[src/hw/rtl/tilt_compensated_compass_heading_unit_defines.svh]
// Assertion macros for the compass heading unit.
// Used by the top level; no other dependencies.
`ifndef TILT_COMPENSATED_COMPASS_HEADING_UNIT_DEFINES_SVH
`define TILT_COMPENSATED_COMPASS_HEADING_UNIT_DEFINES_SVH
`ifndef SYNTH
`define TCCH_ASSERT(lbl, clk, rstn, prop, msg) \
  lbl: assert property (@(posedge clk) disable iff (!rstn) (prop)) else $error(msg);
`define TCCH_ASSERT_RST(lbl, clk, prop, msg) \
  lbl: assert property (@(posedge clk) (prop)) else $error(msg);
`else
`define TCCH_ASSERT(lbl, clk, rstn, prop, msg)
`define TCCH_ASSERT_RST(lbl, clk, prop, msg)
`endif
`endif

[src/hw/rtl/tcch_pkg.sv]
// Package for the compass heading unit: widths, register indexes, atan table.
// No dependencies.
package tcch_pkg;
  localparam int CordicSteps = 16;
  localparam int AccW = 40;
  localparam logic [AccW-1:0] Z90 = AccW'(589824000);
  localparam logic [2:0] RegModeTilt = 3'd0;
  localparam logic [2:0] RegMinX = 3'd1;
  localparam logic [2:0] RegMinY = 3'd2;
  localparam logic [2:0] RegMinZ = 3'd3;
  localparam logic [2:0] RegMaxX = 3'd4;
  localparam logic [2:0] RegMaxY = 3'd5;
  localparam logic [2:0] RegMaxZ = 3'd6;

  typedef struct packed {
    logic [14:0] heading_centideg;
    logic        degenerate;
  } res_t;

  typedef struct packed {
    logic signed [15:0] mag_x;
    logic signed [15:0] mag_y;
    logic signed [15:0] mag_z;
    logic signed [15:0] accel_x;
    logic signed [15:0] accel_y;
    logic signed [15:0] accel_z;
  } smp_t;

  function automatic logic signed [AccW-1:0] atan_at(input int i);
    logic signed [AccW-1:0] r;
    case (i)
      0: r = 294912000; 1: r = 174096719; 2: r = 91987925; 3: r = 46694507;
      4: r = 23437865; 5: r = 11730358; 6: r = 5866610; 7: r = 2933484;
      8: r = 1466764; 9: r = 733385; 10: r = 366693; 11: r = 183346;
      12: r = 91673; 13: r = 45837; 14: r = 22918; 15: r = 11459;
      16: r = 5730; 17: r = 2865; 18: r = 1432; 19: r = 716; 20: r = 358;
      21: r = 179; 22: r = 90; 23: r = 45; 24: r = 22; 25: r = 11; 26: r = 6;
      27: r = 3; 28: r = 1; 29: r = 1;
      default: r = '0;
    endcase
    return r;
  endfunction
endpackage

[src/hw/rtl/tcch_sqrt.sv]
// Pipelined integer square root over 62-bit inputs, two result bits per stage (one in the last).
// Depends on tcch_pkg.
module tcch_sqrt (
  input  logic        clk_i,
  input  logic        rst_ni,
  input  logic        en_i,
  input  logic [61:0] v_i,
  output logic [30:0] r_o
);
  import tcch_pkg::*;
  localparam int Stg = 16;
  logic [61:0] rem_in [Stg];
  logic [30:0] root_in [Stg];
  logic [61:0] rem_q [Stg];
  logic [30:0] root_q [Stg];
  logic [61:0] rem_d [Stg];
  logic [30:0] root_d [Stg];

  // Stage inputs: the first stage takes the operand, later ones the previous stage.
  always_comb begin
    rem_in[0] = v_i;
    root_in[0] = '0;
    for (int s = 1; s < Stg; s++) begin
      rem_in[s] = rem_q[s-1];
      root_in[s] = root_q[s-1];
    end
  end

  // Each stage decides two result bits (the last stage one), highest first, by compare and subtract.
  always_comb begin
    logic [61:0] rm;
    logic [30:0] rt;
    logic [63:0] tr;
    int b;
    for (int s = 0; s < Stg; s++) begin
      rm = rem_in[s];
      rt = root_in[s];
      for (int j = 0; j < 2; j++) begin
        b = 30 - 2 * s - j;
        if (b >= 0) begin
          tr = ({33'd0, rt} << (b + 1)) | (64'd1 << (2 * b));
          if ({2'b0, rm} >= tr) begin
            rm = rm - tr[61:0];
            rt = rt | (31'd1 << b);
          end
        end
      end
      rem_d[s] = rm;
      root_d[s] = rt;
    end
  end

  // Stage registers.
  always_ff @(posedge clk_i or negedge rst_ni) begin
    if (!rst_ni) begin
      for (int s = 0; s < Stg; s++) begin
        rem_q[s] <= '0;
        root_q[s] <= '0;
      end
    end else if (en_i) begin
      for (int s = 0; s < Stg; s++) begin
        rem_q[s] <= rem_d[s];
        root_q[s] <= root_d[s];
      end
    end
  end

  assign r_o = root_q[Stg-1];
endmodule

[config.mk]
export PLATFORM = sky130hd
export DESIGN_NAME = tcch_sqrt
export DESIGN_NICKNAME = d
export VERILOG_FILES = /design/src/hw/rtl/tilt_compensated_compass_heading_unit_defines.svh /design/src/hw/rtl/tcch_pkg.sv /design/src/hw/rtl/tcch_sqrt.sv
export SDC_FILE = /design/constraint.sdc
export NUM_CORES = 2
export LEC_CHECK = 0
export BUFFER_PORTS_ARGS = -buffer_cell sky130_fd_sc_hd__buf_2
export CAP_MARGIN = 40
export CORE_AREA = 5 5 448 450
export DETAILED_ROUTE_END_ITERATION = 12
export DIE_AREA = 0 0 453 455
export PLACE_DENSITY_LB_ADDON = 0.15
export SLEW_MARGIN = 20
export SYNTH_ARGS = -nofsm -noshare
export SYNTH_HDL_FRONTEND = slang
export SYNTH_SLANG_ARGS = --single-unit
[constraint.sdc]
create_clock -name clk_i -period 12.61 [get_ports clk_i]
set_input_delay 2.522 -clock clk_i [delete_from_list [all_inputs] [get_ports clk_i]]
set_output_delay 2.522 -clock clk_i [all_outputs]
set_load 0.05 [all_outputs]
# After elaboration in Yosys (flattened, before gate mapping)
# Cells that the tools add are included.
[totals] reg_bits=1426 latch_bits=0 ram_bits=0 romBits=0 input_bits=65 elab_cells=153 mem_count=0
[op_classes] addsub=30 mul=0 div_mod_pow=0 magnitude_cmp=31 eq_ne=0 shifts=0 mux=61 bitwise_logic=0 n_reduce_logical=0
[op_table] op="62-bit 2-to-1 mux" n=30
[op_table] op="62-bit by 32-bit >= comparator with 1-bit output" n=1
[op_table] op="62-bit by 33-bit >= comparator with 1-bit output" n=1
[op_table] op="62-bit by 34-bit >= comparator with 1-bit output" n=1
[op_table] op="62-bit by 35-bit >= comparator with 1-bit output" n=1
[op_table] op="62-bit by 36-bit >= comparator with 1-bit output" n=1
[op_table] op="62-bit by 37-bit >= comparator with 1-bit output" n=1
[op_table] op="62-bit by 38-bit >= comparator with 1-bit output" n=1
[op_table] op="62-bit by 39-bit >= comparator with 1-bit output" n=1
[op_table] op="62-bit by 40-bit >= comparator with 1-bit output" n=1
[op_table] op="62-bit by 41-bit >= comparator with 1-bit output" n=1
[op_table] op="62-bit by 42-bit >= comparator with 1-bit output" n=1
[op_table] op="62-bit by 43-bit >= comparator with 1-bit output" n=1
[op_table] op="62-bit by 44-bit >= comparator with 1-bit output" n=1
[op_table] op="62-bit by 45-bit >= comparator with 1-bit output" n=1
[op_table] op="62-bit by 46-bit >= comparator with 1-bit output" n=1
[op_table] op="62-bit by 47-bit >= comparator with 1-bit output" n=1
[op_table] op="62-bit by 48-bit >= comparator with 1-bit output" n=1
[op_table] op="62-bit by 49-bit >= comparator with 1-bit output" n=1
[op_table] op="62-bit by 50-bit >= comparator with 1-bit output" n=1
[op_table] op="62-bit by 51-bit >= comparator with 1-bit output" n=1
[op_table] op="62-bit by 52-bit >= comparator with 1-bit output" n=1
[op_table] op="62-bit by 53-bit >= comparator with 1-bit output" n=1
[op_table] op="62-bit by 54-bit >= comparator with 1-bit output" n=1
[op_table] op="other kinds (69)" n=69

# Logic depth before layout (Yosys ltp)
[depth] word_depth=4 depth_mapped=32

# Least setup slack after synthesis
# Ideal clock, no wire load.
[synth_timing] kind="register to register" startpoint="register rem_q, in the netlist rem_in[242]" endpoint="register rem_q, in the netlist rem_in[174]" setup_time_ns=0.125 arrival_time_ns=6.432 t_required_ns=12.485 slack_ns=6.053 path_stages_with_launch=26 n_path_buf=2 synth_period_minus_slack_ns=6.557 cell_sequence="dfrtp_1 -> or4_1 -> or4_1 -> nor4b_2 -> and4_1 -> nand2_1 -> inv_2 -> buf_1 -> nand2_1 -> o31ai_1 -> ha_1 -> a21o_1 -> a21o_1 -> a21o_1 -> a21o_1 -> a221o_1 -> nor3_1 -> o31a_1 -> nor2_1 -> or4b_1 -> or4_1 -> buf_2 -> and3_1 -> and3_1 -> xnor2_1 -> mux2_2"
[synth_between] elab_chain_cells=4
[synth_lines] item="start, declared" line_no="tcch_sqrt.sv:14" rtl="logic [61:0] rem_q [Stg];"
[synth_lines] item="start signal, assigned by index" line_no="tcch_sqrt.sv:62" rtl="rem_q[s] <= rem_d[s];"
[synth_lines] item="62-bit by 38-bit >= comparator with 1-bit output / 62-bit by 38-bit subtractor with 62-bit output (equally long branches)" line_no="tcch_sqrt.sv:42, tcch_sqrt.sv:43"
[synth_lines] item="62-bit 2-to-1 mux / 7-bit 2-to-1 mux (equally long branches)" line_no="tcch_sqrt.sv:42" rtl="if ({2'b0, rm} >= tr) begin"
[synth_lines] item="62-bit by 37-bit subtractor with 62-bit output / 62-bit by 37-bit >= comparator with 1-bit output (equally long branches)" line_no="tcch_sqrt.sv:43, tcch_sqrt.sv:42"
[synth_lines] item="62-bit 2-to-1 mux *" line_no="tcch_sqrt.sv:42"
# Mark *: on every way between the ends. The rest lies on a longest branch, timed or not.
# A chain may end at the register's enable or synchronous reset.

# Final worst setup path
[layout_timing] startpoint="register root_q, in the netlist root_in[34]" endpoint="register rem_q, in the netlist rem_in[35]"
[layout_between] elab_chain_cells=4
[layout_lines] item="start, declared" line_no="tcch_sqrt.sv:15" rtl="logic [30:0] root_q [Stg];"
[layout_lines] item="start signal, assigned by index" line_no="tcch_sqrt.sv:63" rtl="root_q[s] <= root_d[s];"
[layout_lines] item="62-bit by 34-bit subtractor with 62-bit output / 62-bit by 34-bit >= comparator with 1-bit output (equally long branches)" line_no="tcch_sqrt.sv:43, tcch_sqrt.sv:42"
[layout_lines] item="62-bit 2-to-1 mux / 3-bit 2-to-1 mux (equally long branches)" line_no="tcch_sqrt.sv:42"
[layout_lines] item="62-bit by 33-bit subtractor with 62-bit output / 62-bit by 33-bit >= comparator with 1-bit output (equally long branches)" line_no="tcch_sqrt.sv:43, tcch_sqrt.sv:42"
[layout_lines] item="62-bit 2-to-1 mux *" line_no="tcch_sqrt.sv:42"
# Marked as above.

==> metrics.txt <==
outcome=finished clean; Final nets=between 10k and 15k; routed vias=~75k; Ys Warns=0; first-pass GRT wire length=~420 mm; later-pin clock latency in the skew report=0.80 ns; # resized after CTS=0; Comb pwr share=about 64%; Mapped Avg Cell Area=about 9 um^2; synthesized area=~0.088 mm^2; gr usage total=about a quarter; Switch Pwr=~15 mW; initial antenna violation count=4; CTS root buffer=clkbuf_16; Leak=~40 nW; r2r startpoint=root_in[34]; WP buf/inv=2; syn_nets=~11k; Final ANT Viol Nets=0; initial DRC count=between 6k and 7k; RSZ-0062 raised after global routing=no; Internal=16.3 mW; Layout area overhead=9.50%; Top delay family on crit path=compound AO/OA/AOI/OAI gates; Seq pwr share=approximately 22%; CP endpoint kind=flop; Switching Fraction=48.0%; die area=about 0.21 mm^2; CTS H-tree depth=4; sequential element share of the synthesized area=around 34%; Max Cap Viol=0; HPWL after DPL=slightly above 200 mm; drt total wl=~270 mm; gp weighted congestion=roughly 0.95; clk buf depth=3; Setup Viol. Count Final=0; area of the core=between 0.15 and 0.2 mm^2; count of cell types in the netlist=around 110; hold_buf cts=0; Die Ht=around 460 um; CP Depth=26; DR WL/cell=about 21 um; Port Buf Inserts=95; CP max FO=32; number of setup buffers added after CTS=0; slowest stage cell, crit path=o311ai_0; Clock Power Share=14.0%; pin count of the biggest net entering global routing=roughly 180; drt pass-1 iters=6; max incr delay on CP=0.87 ns; CP startpoint kind=flop; Clock Sinks=between 1k and 1.5k; share of cells above drive strength 1=about an eighth; setup TNS=0 ns; reg2reg setup slack=approximately 4.4 ns; clk_skew=about 0.042 ns; Cells after Synth=approximately 10k; PD cells=between 300 and 400 mW/mm^2; Setup crit start=root_in[34]; clk slew on worst S/H paths=approximately 0.070 ns; number of global-route vias before repair=73.0k; max-slew violations=0; Vias/cell=between 5 and 6; Fmax achieved=122 MHz; CP required=approximately 13 ns; Worst Max-Slew Pin Slew=about 1.2 ns; Die Width=between 400 and 500 um; final worst path period need=~8 ns; CTS tree=built; Critical R2R Capture=rem_in[35]; Peak VDD IR=between 150 and 200 uV; CTS buffer count=roughly 150; Slew headroom=between 20% and 30%; Rows=between 150 and 200; Yosys reg bits=around 1.2k; Primary FF master, synth=dfrtp_1; DR DRC count=0; CP arrival=about 8.9 ns; Worst Setup EP=rem_in[35]; final hold vios=0; grt ovf=0; Starting Density=approximately 45%; EDFF count, synth=0; fin util=between 40% and 50%; fin crit share=65.2%; Synth async-reset ratio=100%; Crit Path Class=reg -> reg; Reg2Reg Depth=26; I/O Pins=96; worst hold path type=reg -> reg
[state kept, by name, indices dropped and copies added (netlist names)]
signal	count
rem_in	930
root_in	240
r_o	31
[worst min-delay path by stage]
stage	from	end	slack (ns)	cells after the start
after global placement	root_in[168]	root_in[137]	0.46	2
final	rem_in[53]	rem_in[53]	0.48	2
after global routing	rem_in[60]	rem_in[60]	0.50	2
after detailed placement	rem_in[53]	rem_in[53]	0.46	2
after floorplan	rem_in[55]	rem_in[55]	0.44	2
after CTS	rem_in[53]	rem_in[53]	0.48	2
[worst min-delay path: stages (launching register included)]
cell     delay, ns
dfrtp_1       0.34
nand2_1       0.05
o31ai_1       0.06
[logic make-up (layout without fill, tap and decap cells)]
logic type                 after synthesis  count (layout)  synth area share (%)
other                                    0               2                     0
muxes                                  794             794                  9.98
and+or+nand+nor                       3316            3316                  18.8
adders and majority gates              540             540                  7.71
DFF                                   1201            1201                  34.3
buffers and inverters                  891             913                  3.91
xor gates and xnor gates               763             763                  7.63
AOI/OAI and AO/OA                     2496            2496                  17.6
[metrics by stage]
| stage | instances | power [mW] | area (um^2) | hold slack [ns] | setup slack [ns] |
|---|---|---|---|---|---|
| 2_1_floorplan | 10001 | 21.8 | 87600 | 0.441 | 6.05 |
| 3_3_place_gp | 12368 | 26.4 | 90300 | 0.459 | 4.36 |
| 3_5_place_dp | 12390 | 26.7 | 90700 | 0.464 | 4.80 |
| 4_1_cts | 12648 | 31.3 | 95700 | 0.478 | 4.75 |
| 5_1_grt | 12665 | 34.0 | 95900 | 0.504 | 4.01 |
| 6_report | 12665 | 31.3 | 95900 | 0.478 | 4.39 |
[layer usage]
metal	up-vias	wire (um)	global-route usage [%]	share of wire, %
met2	1847	125000	42.2	47
met5	-	13	0	0.0049
li1	35966	-	-	-
met1	36635	121000	34.3	45
met4	2	7480	7.05	2.8
met3	391	12000	3.01	4.5
[Yosys cell counts, types with 56 or more instances]
master / number / share of area [%]
dfrtp_1: 1201 / 34
nand2_1: 898 / 3.8
nor2_1: 872 / 3.7
a21oi_1: 864 / 4.9
mux2_2: 632 / 8.1
o21ai_0: 611 / 3.5
ha_1: 540 / 7.7
inv_1: 450 / 1.9
xnor2_1: 450 / 4.5
clkbuf_1: 365 / 1.6
xor2_1: 313 / 3.1
a21o_1: 259 / 2.2
nor4_1: 246 / 1.8
nor3_1: 196 / 1.1
nand3_1: 186 / 1.1
nand4_1: 164 / 1.2
mux2i_1: 160 / 1.8
o21a_1: 105 / 0.90
nand2b_1: 95 / 0.68
or3_1: 91 / 0.65
nor2b_1: 82 / 0.59
or4_1: 79 / 0.68
and2_1: 69 / 0.49
a31oi_1: 68 / 0.49
a211oi_1: 64 / 0.55
and3_1: 63 / 0.45
o21bai_1: 58 / 0.50
or2_2: 56 / 0.40
[layout make-up]
| type | instances | area (um^2) |
|---|---|---|
| repair buffers | 197 | 1640 |
| inverters | 458 | 1720 |
| fillers | 18889 | 100000 |
| clock inverters | 58 | 915 |
| clock buffers | 200 | 4120 |
| flip-flops and latches | 1201 | 30100 |
| diodes | 2 | 5.00 |
| well taps | 2640 | 3300 |
| multi-input cells | 7909 | 54200 |
[cell usage in the layout, fill, tap and decap left out, drive strengths merged, types with 67 or more instances in the layout]
| cell | n |
|---|---|
| xor2 | 313 |
| a21o | 259 |
| or4 | 82 |
| ha | 540 |
| nand4 | 165 |
| nor2 | 873 |
| nor2b | 82 |
| o21ai | 632 |
| dfrtp | 1201 |
| a21oi | 865 |
| inv | 465 |
| buf | 188 |
| or2 | 67 |
| clkbuf | 205 |
| nand2 | 900 |
| mux2i | 160 |
| or3 | 91 |
| nor3 | 198 |
| o21a | 105 |
| nand3 | 189 |
| a31oi | 69 |
| nand2b | 95 |
| xnor2 | 450 |
| mux2 | 634 |
| a211oi | 68 |
| and2 | 69 |
| nor4 | 250 |
[power groups by stage]
stage / registers, mW / clock network [mW] / logic, mW
after floorplan: 6.14 / 0 / 15.6
after global placement: 6.78 / 0 / 19.7
after detailed placement: 6.82 / 0 / 19.9
after CTS: 6.76 / 4.51 / 20.0
after global routing: 6.95 / 4.66 / 22.4
final: 6.76 / 4.38 / 20.2
Power figures use the tool's default switching activity.
